File: config.mk
export PLATFORM = sky130hd
export DESIGN_NAME = running_shifted_mean_variance
export DESIGN_NICKNAME = d
export VERILOG_FILES = /design/src/sv/rsmv_pkg.sv /design/src/sv/rsmv_alu.sv /design/src/sv/rsmv_ctrl.sv /design/src/sv/running_shifted_mean_variance.sv
export SDC_FILE = /design/constraint.sdc
export NUM_CORES = 2
export LEC_CHECK = 0
export ABC_AREA = 1
export BUFFER_PORTS_ARGS = -buffer_cell sky130_fd_sc_hd__buf_2
export CORE_MARGIN = 5
export CORE_UTILIZATION = 60
export DETAILED_ROUTE_END_ITERATION = 6
export GPL_ROUTABILITY_DRIVEN = 0
export GPL_TIMING_DRIVEN = 0
export PLACE_DENSITY = 0.77
export SYNTH_ARGS = -nofsm -noshare
export SYNTH_HDL_FRONTEND = slang
export SYNTH_SLANG_ARGS = --single-unit
File: constraint.sdc
create_clock -name aclk -period 8.6 [get_ports aclk]
set_input_delay 1.72 -clock aclk [delete_from_list [all_inputs] [get_ports aclk]]
set_output_delay 1.72 -clock aclk [all_outputs]
set_load 0.1 [all_outputs]
File: src/sv/rsmv_pkg.sv
// shared types and defaults for the running shifted mean and variance block
`timescale 1ns / 1ps
`default_nettype none
package rsmv_pkg;

    localparam int SAMPLE_BITS_DEF = 16;
    localparam int COUNT_BITS_DEF  = 16;
    localparam int FRAC_BITS_DEF   = 8;

    typedef enum logic [3:0] {
        PH_IDLE,
        PH_ACC,
        PH_SQ,
        PH_MDIV,
        PH_MEAN,
        PH_MULD,
        PH_MULN,
        PH_MULM,
        PH_VDIV,
        PH_SQRT,
        PH_FIN
    } phase_t;

    typedef struct packed {
        phase_t phase;
        logic   init;
        logic   step;
    } ctl_t;

    typedef struct packed {
        logic n_ge2;
    } sts_t;

endpackage
`default_nettype wire

File: src/sv/rsmv_alu.sv
// shared add/subtract unit, carry out doubles as the no-borrow compare
`timescale 1ns / 1ps
`default_nettype none
module rsmv_alu #(
    parameter int AW = 72
) (
    input  wire logic [AW-1:0] op_a,
    input  wire logic [AW-1:0] op_b,
    input  wire logic          sub,
    output logic [AW-1:0]      sum,
    output logic               carry
);

    logic [AW:0] full;

    // a + b, or a + ~b + 1 for subtract
    assign full  = {1'b0, op_a} + {1'b0, (sub ? ~op_b : op_b)} + {{AW{1'b0}}, sub};
    assign sum   = full[AW-1:0];
    assign carry = full[AW];

endmodule
`default_nettype wire

File: src/sv/rsmv_ctrl.sv
// phase sequencer with iteration counter
`timescale 1ns / 1ps
`default_nettype none
module rsmv_ctrl #(
    parameter int SAMPLE_BITS = rsmv_pkg::SAMPLE_BITS_DEF,
    parameter int COUNT_BITS  = rsmv_pkg::COUNT_BITS_DEF,
    parameter int FRAC_BITS   = rsmv_pkg::FRAC_BITS_DEF
) (
    input  wire logic          aclk,
    input  wire logic          aresetn,
    input  wire logic          s_fire,
    input  wire logic          m_tready,
    input  wire rsmv_pkg::sts_t sts,
    output rsmv_pkg::ctl_t     ctl
);

    localparam int AW = 2 * SAMPLE_BITS + 2 * COUNT_BITS + FRAC_BITS;
    localparam int CW = $clog2(AW + 1);

    rsmv_pkg::phase_t phase_reg, phase_next;
    logic [CW-1:0]    cnt_reg, cnt_next;
    logic [CW-1:0]    len;
    logic             busy;

    // iteration count of each phase
    always_comb begin
        case (phase_reg)
            rsmv_pkg::PH_SQ:   len = CW'(SAMPLE_BITS);
            rsmv_pkg::PH_MDIV: len = CW'(SAMPLE_BITS + COUNT_BITS + FRAC_BITS);
            rsmv_pkg::PH_MULD: len = CW'(COUNT_BITS);
            rsmv_pkg::PH_MULN: len = CW'(COUNT_BITS);
            rsmv_pkg::PH_MULM: len = CW'(SAMPLE_BITS + COUNT_BITS);
            rsmv_pkg::PH_VDIV: len = CW'(AW);
            rsmv_pkg::PH_SQRT: len = CW'(SAMPLE_BITS + FRAC_BITS);
            default:           len = '0;
        endcase
    end

    assign busy = (phase_reg != rsmv_pkg::PH_IDLE) && (phase_reg != rsmv_pkg::PH_FIN);

    // next phase
    always_comb begin
        phase_next = phase_reg;
        cnt_next   = cnt_reg;
        if (busy) begin
            if (cnt_reg == len) begin
                cnt_next = '0;
                case (phase_reg)
                    rsmv_pkg::PH_ACC:  phase_next = rsmv_pkg::PH_SQ;
                    rsmv_pkg::PH_SQ:   phase_next = rsmv_pkg::PH_MDIV;
                    rsmv_pkg::PH_MDIV: phase_next = rsmv_pkg::PH_MEAN;
                    rsmv_pkg::PH_MEAN: phase_next = sts.n_ge2 ? rsmv_pkg::PH_MULD
                                                              : rsmv_pkg::PH_FIN;
                    rsmv_pkg::PH_MULD: phase_next = rsmv_pkg::PH_MULN;
                    rsmv_pkg::PH_MULN: phase_next = rsmv_pkg::PH_MULM;
                    rsmv_pkg::PH_MULM: phase_next = rsmv_pkg::PH_VDIV;
                    rsmv_pkg::PH_VDIV: phase_next = rsmv_pkg::PH_SQRT;
                    rsmv_pkg::PH_SQRT: phase_next = rsmv_pkg::PH_FIN;
                    default:           phase_next = rsmv_pkg::PH_IDLE;
                endcase
            end else begin
                cnt_next = cnt_reg + 1'b1;
            end
        end else if (phase_reg == rsmv_pkg::PH_IDLE) begin
            if (s_fire) begin
                phase_next = rsmv_pkg::PH_ACC;
            end
        end else begin
            if (m_tready) begin
                phase_next = rsmv_pkg::PH_IDLE;
            end
        end
    end

    // outputs
    always_comb begin
        ctl.phase = phase_reg;
        ctl.init  = busy && (cnt_reg == '0);
        ctl.step  = busy && (cnt_reg != '0);
    end

    always_ff @(posedge aclk) begin
        if (!aresetn) begin
            phase_reg <= rsmv_pkg::PH_IDLE;
            cnt_reg   <= '0;
        end else begin
            phase_reg <= phase_next;
            cnt_reg   <= cnt_next;
        end
    end

endmodule
`default_nettype wire

File: src/sv/running_shifted_mean_variance.sv
// top level: accumulator state and datapath around the shared add/subtract unit
//
// Running mean, sample variance (over n-1) and standard deviation of signed samples
// using the shifted-data method: the first sample after reset is the shift value.
// Results are fixed point with FRAC_BITS fractional bits; divisions floor and the
// root is a floor integer square root. One word is taken at a time and the block
// is busy until its result word has been taken. The square, multiply, divide and
// root phases run on one shared adder, one bit per cycle, after a setup step;
// with n < 2 the phases after the mean are skipped. Once the count reaches
// 2^COUNT_BITS-1 samples are ignored and flagged in m_tuser.
`timescale 1ns / 1ps
`default_nettype none
module running_shifted_mean_variance #(
    parameter int SAMPLE_BITS = rsmv_pkg::SAMPLE_BITS_DEF,
    parameter int COUNT_BITS  = rsmv_pkg::COUNT_BITS_DEF,
    parameter int FRAC_BITS   = rsmv_pkg::FRAC_BITS_DEF,
    localparam int SDW = ((SAMPLE_BITS + 7) / 8) * 8,
    localparam int OBITS = 2 * (SAMPLE_BITS + FRAC_BITS) + (2 * SAMPLE_BITS - 1 + FRAC_BITS)
                           + COUNT_BITS,
    localparam int ODW = ((OBITS + 7) / 8) * 8
) (
    input  wire logic           aclk,
    input  wire logic           aresetn,
    input  wire logic           s_tvalid,
    output logic                s_tready,
    input  wire logic [SDW-1:0] s_tdata,   // sample
    output logic                m_tvalid,
    input  wire logic           m_tready,
    output logic [ODW-1:0]      m_tdata,   // mean_q8, variance_q8, std_q8, samples_seen
    output logic [1:0]          m_tuser    // variance_valid, count_full
);

    localparam int S    = SAMPLE_BITS;
    localparam int C    = COUNT_BITS;
    localparam int F    = FRAC_BITS;
    localparam int DSW  = S + C + 1;
    localparam int SQW  = 2 * S + C;
    localparam int MAGW = S + C;
    localparam int MW   = S + F;
    localparam int VARW = 2 * S - 1 + F;
    localparam int RW   = S + F;
    localparam int RADW = 2 * (S + F);
    localparam int AW   = 2 * S + 2 * C + F;
    localparam int MPW  = S + C;
    localparam int RMW  = (2 * C + 1 > S + F + 3) ? 2 * C + 1 : S + F + 3;

    rsmv_pkg::ctl_t ctl;
    rsmv_pkg::sts_t sts;

    // architectural state
    logic [C-1:0]           n_reg, n_next;
    logic [S-1:0]           k_reg, k_next;
    logic signed [DSW-1:0]  dsum_reg, dsum_next;
    logic [SQW-1:0]         sq_reg, sq_next;
    logic                   full_reg, full_next;
    // working registers
    logic [S-1:0]           x_reg, x_next;
    logic [AW-1:0]          acc_reg, acc_next;
    logic [AW-1:0]          mcand_reg, mcand_next;
    logic [MPW-1:0]         mpl_reg, mpl_next;
    logic [AW-1:0]          q_reg, q_next;
    logic [RMW-1:0]         rem_reg, rem_next;
    logic [2*C-1:0]         div_reg, div_next;
    logic [RADW-1:0]        rad_reg, rad_next;
    // result registers
    logic [MW-1:0]          mean_reg, mean_next;
    logic [VARW-1:0]        var_reg, var_next;
    logic [RW-1:0]          root_reg, root_next;

    logic [AW-1:0]          alu_a, alu_b, alu_sum;
    logic                   alu_sub, alu_carry;

    logic [MAGW-1:0]        mag;
    logic [S-1:0]           keff;
    logic signed [S:0]      d;
    logic [S-1:0]           dm;
    logic [RMW-1:0]         div_sh, sqrt_sh;
    logic [RW+1:0]          trial;
    logic [MW-1:0]          qm, qs;
    logic [VARW-1:0]        var_sat;
    logic                   mul_ph, div_ph;

    rsmv_ctrl #(
        .SAMPLE_BITS(SAMPLE_BITS),
        .COUNT_BITS (COUNT_BITS),
        .FRAC_BITS  (FRAC_BITS)
    ) u_ctrl (
        .aclk    (aclk),
        .aresetn (aresetn),
        .s_fire  (s_tvalid && s_tready),
        .m_tready(m_tready),
        .sts     (sts),
        .ctl     (ctl)
    );

    rsmv_alu #(
        .AW(AW)
    ) u_alu (
        .op_a (alu_a),
        .op_b (alu_b),
        .sub  (alu_sub),
        .sum  (alu_sum),
        .carry(alu_carry)
    );

    assign sts.n_ge2 = (n_reg >= C'(2));

    // helper values
    assign mag     = dsum_reg[DSW-1] ? MAGW'(-dsum_reg) : MAGW'(dsum_reg);
    assign keff    = (n_reg == '0) ? x_reg : k_reg;
    assign d       = $signed({x_reg[S-1], x_reg}) - $signed({keff[S-1], keff});
    assign dm      = d[S] ? S'(-d) : S'(d);
    assign div_sh  = {rem_reg[RMW-2:0], q_reg[AW-1]};
    assign sqrt_sh = {rem_reg[RMW-3:0], rad_reg[RADW-1 -: 2]};
    assign trial   = {root_reg, 2'b01};
    assign qm      = q_reg[MW-1:0];
    assign qs      = dsum_reg[DSW-1] ? (MW'(0) - (qm + MW'(rem_reg != '0))) : qm;
    assign var_sat = (q_reg[AW-1:VARW] != '0) ? {VARW{1'b1}} : q_reg[VARW-1:0];

    assign mul_ph = (ctl.phase == rsmv_pkg::PH_SQ) || (ctl.phase == rsmv_pkg::PH_MULD)
                 || (ctl.phase == rsmv_pkg::PH_MULN) || (ctl.phase == rsmv_pkg::PH_MULM);
    assign div_ph = (ctl.phase == rsmv_pkg::PH_MDIV) || (ctl.phase == rsmv_pkg::PH_VDIV);

    // operand select for the shared unit
    always_comb begin
        if (div_ph) begin
            alu_a   = AW'(div_sh);
            alu_b   = AW'(div_reg);
            alu_sub = 1'b1;
        end else if (ctl.phase == rsmv_pkg::PH_SQRT) begin
            alu_a   = AW'(sqrt_sh);
            alu_b   = AW'(trial);
            alu_sub = 1'b1;
        end else begin
            alu_a   = acc_reg;
            alu_b   = mcand_reg;
            alu_sub = (ctl.phase == rsmv_pkg::PH_MULM);
        end
    end

    // datapath next values
    always_comb begin
        n_next     = n_reg;
        k_next     = k_reg;
        dsum_next  = dsum_reg;
        sq_next    = sq_reg;
        full_next  = full_reg;
        x_next     = x_reg;
        acc_next   = acc_reg;
        mcand_next = mcand_reg;
        mpl_next   = mpl_reg;
        q_next     = q_reg;
        rem_next   = rem_reg;
        div_next   = div_reg;
        rad_next   = rad_reg;
        mean_next  = mean_reg;
        var_next   = var_reg;
        root_next  = root_reg;

        if (s_tvalid && s_tready) begin
            x_next = s_tdata[S-1:0];
        end

        if (ctl.init) begin
            case (ctl.phase)
                // fold the sample into count, shift value and diff sum
                rsmv_pkg::PH_ACC: begin
                    if (n_reg == {C{1'b1}}) begin
                        full_next = 1'b1;
                    end else begin
                        full_next = 1'b0;
                        k_next    = keff;
                        n_next    = n_reg + 1'b1;
                        dsum_next = dsum_reg + DSW'(d);
                    end
                end
                // square sum += dm * dm
                rsmv_pkg::PH_SQ: begin
                    acc_next   = AW'(sq_reg);
                    mcand_next = AW'(full_reg ? '0 : dm);
                    mpl_next   = MPW'(full_reg ? '0 : dm);
                end
                // mag << F over n
                rsmv_pkg::PH_MDIV: begin
                    sq_next  = acc_reg[SQW-1:0];
                    q_next   = AW'(mag) << (AW - MAGW);
                    rem_next = '0;
                    div_next = (2*C)'(n_reg);
                end
                // signed mean, clear variance results
                rsmv_pkg::PH_MEAN: begin
                    mean_next = (MW'(k_reg) << F) + qs;
                    var_next  = '0;
                    root_next = '0;
                end
                // n * (n - 1)
                rsmv_pkg::PH_MULD: begin
                    acc_next   = '0;
                    mcand_next = AW'(n_reg);
                    mpl_next   = MPW'(n_reg - 1'b1);
                end
                // n * square sum
                rsmv_pkg::PH_MULN: begin
                    div_next   = acc_reg[2*C-1:0];
                    acc_next   = '0;
                    mcand_next = AW'(sq_reg);
                    mpl_next   = MPW'(n_reg);
                end
                // minus mag * mag
                rsmv_pkg::PH_MULM: begin
                    mcand_next = AW'(mag);
                    mpl_next   = mag;
                end
                rsmv_pkg::PH_VDIV: begin
                    q_next   = acc_reg << F;
                    rem_next = '0;
                end
                rsmv_pkg::PH_SQRT: begin
                    var_next  = var_sat;
                    rad_next  = RADW'(var_sat) << F;
                    rem_next  = '0;
                    root_next = '0;
                end
                default: begin
                end
            endcase
        end else if (ctl.step) begin
            if (mul_ph) begin
                // shift-add multiply step
                if (mpl_reg[0]) begin
                    acc_next = alu_sum;
                end
                mcand_next = mcand_reg << 1;
                mpl_next   = mpl_reg >> 1;
            end else if (div_ph) begin
                // restoring divide step
                rem_next = alu_carry ? alu_sum[RMW-1:0] : div_sh;
                q_next   = {q_reg[AW-2:0], alu_carry};
            end else if (ctl.phase == rsmv_pkg::PH_SQRT) begin
                // digit-by-digit root step
                rem_next  = alu_carry ? alu_sum[RMW-1:0] : sqrt_sh;
                root_next = {root_reg[RW-2:0], alu_carry};
                rad_next  = rad_reg << 2;
            end
        end
    end

    always_ff @(posedge aclk) begin
        if (!aresetn) begin
            n_reg    <= '0;
            k_reg    <= '0;
            dsum_reg <= '0;
            sq_reg   <= '0;
            full_reg <= 1'b0;
        end else begin
            n_reg    <= n_next;
            k_reg    <= k_next;
            dsum_reg <= dsum_next;
            sq_reg   <= sq_next;
            full_reg <= full_next;
        end
    end

    always_ff @(posedge aclk) begin
        x_reg     <= x_next;
        acc_reg   <= acc_next;
        mcand_reg <= mcand_next;
        mpl_reg   <= mpl_next;
        q_reg     <= q_next;
        rem_reg   <= rem_next;
        div_reg   <= div_next;
        rad_reg   <= rad_next;
        mean_reg  <= mean_next;
        var_reg   <= var_next;
        root_reg  <= root_next;
    end

    // stream ports
    assign s_tready = (ctl.phase == rsmv_pkg::PH_IDLE);
    assign m_tvalid = (ctl.phase == rsmv_pkg::PH_FIN);
    assign m_tdata  = ODW'({n_reg, root_reg, var_reg, mean_reg});
    assign m_tuser  = {full_reg, sts.n_ge2};

endmodule
`default_nettype wire
### After elaboration in Yosys (flattened, before gate mapping)

Cells that the tools add are included.

* bits of input ports: 20
* flip-flop bits (word level): 589
* logic and storage cells: 160
* output and inout port bits: 108

* mux-type cells: 64
* equality and inequality tests: 22
* reduce and logical (&&, ||, !) cells: 41
* $add $sub $neg: 12
* bitwise logic cells: 2
* $lt $le $gt $ge: 1

Operator list (count)
* $mux W72: 16
* $mux W48: 6
* $pmux W72 S2: 2
* $pmux W72 S4: 1
* $mux W33: 8
* $mux W24: 7
* $mux W32: 4
* $pmux W32 S4: 1
* $pmux W39 S2: 1
* $add A72 B72 Y73: 1
* $add A73 B1 Y73: 1
* $not A72 Y72: 1
* $reduce_bool A33 Y1: 2
* $mux W16: 4
* $pmux W32 S2: 1
* $mux W39: 1
* $pmux W4 S9: 1
* $pmux W7 S5: 1
* $add A33 B17 Y33: 1
* $neg A32 Y32: 1
* $add A24 B1 Y24: 1
* $add A24 B24 Y24: 1
* $mux W4: 6
* $sub A1 B24 Y24 const A: 1
* 35 further kinds: 72

### Depth between registers and ports, before layout

* depth after elaboration: 13
* depth in mapped cells: 38

### Modules after synthesis

From an unflattened synthesis, not the netlist that was laid out.

* cells, all modules: 5302
* area, all modules: 39265.2 µm²

By module, submodules not included
* running_shifted_mean_variance: seq. area each 15975.3 µm², area each 31692.9 µm², cells each 3788, instances 1
* rsmv_alu: seq. area each 0.0 µm², area each 6806.5 µm², cells each 1389, instances 1
* rsmv_ctrl: seq. area each 220.2 µm², area each 765.7 µm², cells each 125, instances 1

### Worst setup path before layout

No wires, ideal clock.

* path type: reg-to-reg
* start point: register u_ctrl.phase_reg[3]
* end point: register acc_reg[0] (enable)
* cell stages (with the launch flop): 9
* path slack: 1219 ps
* arrival time: 6878 ps
* setup time: 503 ps
* period minus slack after synthesis: 7381 ps
* cells stage by stage: dfxtp_1 -> inv_2 -> nand2_1 -> nor2_1 -> inv_1 -> clkbuf_1 -> nand3_1 -> a21oi_1 -> nor2_1

* word-level cells in the longest chain between the ends: 6
* elaborated cells on any way between the ends: 18
* those cells by class: eq/ne (6); reduce/logical (12)

Ends and longest elaborated chain
* from (decl): RTL line rsmv_ctrl.sv:20 `rsmv_pkg::phase_t phase_reg, phase_next;`
* from (signal assigned): RTL line rsmv_ctrl.sv:84 `phase_reg <= rsmv_pkg::PH_IDLE;`
* from (signal assigned): RTL line rsmv_ctrl.sv:87 `phase_reg <= phase_next;`
* $eq A4 B2 Y1 or $eq A4 B3 Y1 (tied branches): RTL line running_shifted_mean_variance.sv:120, running_shifted_mean_variance.sv:165
* $logic_or A1 B1 Y1: RTL line running_shifted_mean_variance.sv:120 `assign mul_ph = (ctl.phase == rsmv_pkg::PH_SQ) || (ctl.phase == rsmv_pkg::PH_MULD)`
* $logic_or A1 B1 Y1 (2 in series): RTL line running_shifted_mean_variance.sv:121 `|| (ctl.phase == rsmv_pkg::PH_MULN) || (ctl.phase == rsmv_pkg::PH_MULM);`
* $reduce_bool A2 Y1 (no source line)
* $reduce_and A4 Y1 (no source line) *
* to (signal assigned): RTL line running_shifted_mean_variance.sv:266 `acc_reg <= acc_next;`
* to (decl): RTL line running_shifted_mean_variance.sv:58 `logic [AW-1:0] acc_reg, acc_next;`

Mark *: on every way between the ends. The rest lies on a longest branch, timed or not.
A chain may end at the register's enable or synchronous reset.

### Worst setup path after layout

* start point: register u_ctrl.phase_reg[1]
* end point: register rem_reg[32], data pin

* word-level cells in the longest chain between the ends: 13
* elaborated cells on any way between the ends: 26
* those cells by class: add/sub (2); eq/ne (5); mux (14); bitwise (1); reduce/logical (4)

Ends and longest elaborated chain
* $eq A4 B4 Y1 (tied with other cells): RTL line running_shifted_mean_variance.sv:130 `end else if (ctl.phase == rsmv_pkg::PH_SQRT) begin`
* $mux W72 or $logic_or A1 B1 Y1 (tied branches): RTL line running_shifted_mean_variance.sv:130, running_shifted_mean_variance.sv:122
* $mux W72: RTL line running_shifted_mean_variance.sv:126 `if (div_ph) begin`
* $not A72 Y72: RTL line rsmv_alu.sv:17 `assign full = {1'b0, op_a} + {1'b0, (sub ? ~op_b : op_b)} + {{AW{1'b0}}, sub};`
* $mux W72: RTL line rsmv_alu.sv:17
* $add A72 B72 Y73: RTL line rsmv_alu.sv:17
* $add A73 B1 Y73: RTL line rsmv_alu.sv:17
* $mux W33: RTL line running_shifted_mean_variance.sv:241 `rem_next = alu_carry ? alu_sum[RMW-1:0] : sqrt_sh;`
* $mux W33: RTL line running_shifted_mean_variance.sv:239 `end else if (ctl.phase == rsmv_pkg::PH_SQRT) begin`
* $mux W33: RTL line running_shifted_mean_variance.sv:235 `end else if (div_ph) begin`
* $mux W33: RTL line running_shifted_mean_variance.sv:228 `if (mul_ph) begin`
* $mux W33: RTL line running_shifted_mean_variance.sv:227 `end else if (ctl.step) begin`
* $mux W33 *: RTL line running_shifted_mean_variance.sv:164 `if (ctl.init) begin`
* to (signal assigned): RTL line running_shifted_mean_variance.sv:270 `rem_reg <= rem_next;`
* to (decl): RTL line running_shifted_mean_variance.sv:62 `logic [RMW-1:0] rem_reg, rem_next;`

Mark *: on every way between the ends. The rest lies on a longest branch, timed or not. The select of a mux whose other input is x is not followed.

==> run metrics <==
status complete, but fails checks; failing checks DRC; met1 WL 50400 um; Post-CTS Hold Fix Bufs 0; critical setup path kind reg -> reg; Hold Crit Start u_ctrl.cnt_reg[1]; CTS tree built; grt ovf 0; Final #Nets 5344; worst relative slew slack a little over a tenth; CP Max Fanout 10; Final Skew roughly 0.024 ns; Clock Pin Slew Worst Setup and Hold Paths around 0.060 ns; Core ar. 0.0632 mm^2; Worst setup SP type flip-flop; Synth-to-Final Area Change 10.8%; dominant synthesized flop cell edfxtp_1; RR Endpoint rem_reg[32]; Slew @ Worst Pin 1.34 ns; Num CTS Buffers 66; post-synthesis register bit count 581; Setup violations, final 0; Critical Path RT 8.99 ns; largest net degree at the start of global routing 53; DR iter-0 viols 6359; Netlist Area Pre-Place 0.0384 mm^2; CTS root buffer clkbuf_16; Placement Setup Slack approximately 2.1 ns; dpl cells 5937; worst hold path depth 2; Hold Path Class reg -> reg; initial antenna violation count 5; drt wl/cell 22.8 um; port buffer count 126; DP Wirelength 107000 um; met2 wire len ~57000 um; Die ar. around 0.07 mm^2; Die Height between 200 and 300 um; drt total wl 138000 um; Synth cell types 64; Data arrival, critical path between 7 and 8 ns; Starting Density between 60 and 70%; Antenna Nets Post-Route 0; Final Max Slew Viols 0; register area share after synthesis a little over two fifths; fin cells 6065; Resized cells post-CTS 0; ys async rst share 0%; Net Count, Synth 5140; H-tree Lvls 3; share of the synthesized area in the top cell type 35.7%; Top Metal Used met5; RSZ-0062 raised after global routing false; number of clock sinks 581; Post-synth EDFFs between 400 and 500; Final WS setup 1.73 ns; r2r setup slk 1.73 ns; ranking of synthesized cells by area edfxtp_1 (36%), nand2_1 (7.5%), o21ai_0 (6.9%), inv_1 (6.8%), dfxtp_1 (6.5%); yosys warns 0; crit share post-route about four fifths; Sum Neg Setup Slack 0 ns; Mapped Cells ~5000; hold slack 0.501 ns; WL met3 approximately 21000 um; layout cells sized above 1 6.66%; vias in the first global route ~35000; Ports ~130; die width between 200 and 300 um; Vias 38200; drt drc 21; FP Rows 92; global-route wire length before repair 206000 um; Worst-Skew Late Latency 0.63 ns; Post-CTS Setup Bufs 0; Fin. Hold Viols 0; FMAX 146 MHz; Max Cap Viol 0; Bufs on Longest Clock Path 3; Worst Hold End u_ctrl.cnt_reg[1]; GRT Util Overall 38.0%; DRT Pass-1 Iters 7; R2R Path Start u_ctrl.phase_reg[1]; R2R depth 19; vias per cell 6.31; Worst setup EP type flip-flop; Synth Area per Inst 7.75 um^2; min cycle time layout 6.87 ns; area leader, netlist edfxtp_1
==> metrics by stage <==
step                area (um^2)  util, %
finish                    42500     67.3
global route              42500     67.3
CTS                       42500     67.3
detailed placement        40300     63.8
global placement          40100     63.4
floorplan                 38400        -
==> worst max-delay path, cell delays in order, from the launching register on <==
cell      delay (ns)
dfxtp_1         0.31
inv_1           0.11
nand2_1         0.13
nor2_1          0.66
clkbuf_1        0.38
clkbuf_1        0.60
a21oi_1         0.20
a21oi_1         0.41
xor2_1          0.16
ha_1            0.41
nand2_1         0.11
nor2_1          0.33
nand2_1         0.12
nor4_1          0.63
nand4_1         0.18
nand3_1         0.18
clkbuf_1        0.54
buf_1           0.61
o21ai_0         0.16
a21oi_1         0.39
==> cell usage in the layout (no fill, tap or decap), types with 157 or more instances in the layout <==
cell type / netlist / final
nand2_1: 765 / 764
inv_1: 696 / 696
nor2_1: 603 / 601
o21ai_0: 529 / 528
edfxtp_1: 456 / 456
a21oi_1: 447 / 446
nand3_1: 190 / 189
clkbuf_1: 160 / 168
ha_1: 162 / 162
xor2_1: 157 / 157
==> layout make-up <==
type                    instances  area, um^2
clock inverters                41         428
diodes                          7        17.5
fillers                      5343       20700
flip-flops and latches        581       16200
clock buffers                  80        1740
plain buffers                 204         828
inverters                     717        2690
well taps                     846        1060
multi-input cells            3453       18700
repair buffers                136         851
==> metal layers <==
| metal | vias to the layer above | GRT usage (%) |
|---|---|---|
| met2 | 2980 | 54.9 |
| met5 | - | 0 |
| met1 | 17400 | 50.4 |
| met4 | 4 | 22.1 |
| met3 | 606 | 11.8 |
| li1 | 17200 | - |
==> cell usage after synthesis, drive strengths merged (3+ instances only) <==
library cell / instances
nor3: 54
o21bai: 15
a21boi: 11
a31oi: 82
a211oi: 34
nand2: 786
fa: 3
o21ai: 538
a21oi: 450
o21a: 19
o221ai: 17
ha: 162
nor2: 617
or2: 22
o2111ai: 4
nand4: 37
o211ai: 39
mux2i: 12
inv: 709
clkbuf: 160
clkinv: 8
and3: 3
o31ai: 5
nand3: 202
nor4: 34
a21o: 14
a22oi: 21
buf: 44
dfxtp: 125
edfxtp: 456
xnor2: 47
xor2: 157
o22ai: 48
==> cell families (layout without fill, tap and decap cells) <==
logic type / count (synthesis) / count (layout) / share of synthesized area [%]
xor gates and xnor gates: 204 / 204 / 4.65
AOI/OAI and AO/OA: 1311 / 1311 / 18.9
and+or+nand+nor: 1760 / 1760 / 19.3
adders and majority gates: 165 / 165 / 5.44
buffers and inverters: 921 / 1178 / 9.15
other: 1 / 8 / 0.00977
DFF: 581 / 581 / 42.2
muxes: 12 / 12 / 0.313
==> worst max-delay path by stage <==
stage	start	to	slack [ns]
6_report	u_ctrl.phase_reg[1]	rem_reg[32]	1.73
4_1_cts	rem_reg[29]	mean_reg[20]	2.04
3_5_place_dp	rem_reg[29]	mean_reg[20]	2.08
2_1_floorplan	u_ctrl.phase_reg[3]	acc_reg[0]	1.22
5_1_grt	n_reg[0]	dsum_reg[23]	1.48
3_3_place_gp	u_ctrl.phase_reg[3]	acc_reg[64]	-2.62
Power is left out: the tool's default activity adds up to more than one toggle a clock period on the data nets, which glitch-free logic cannot reach.
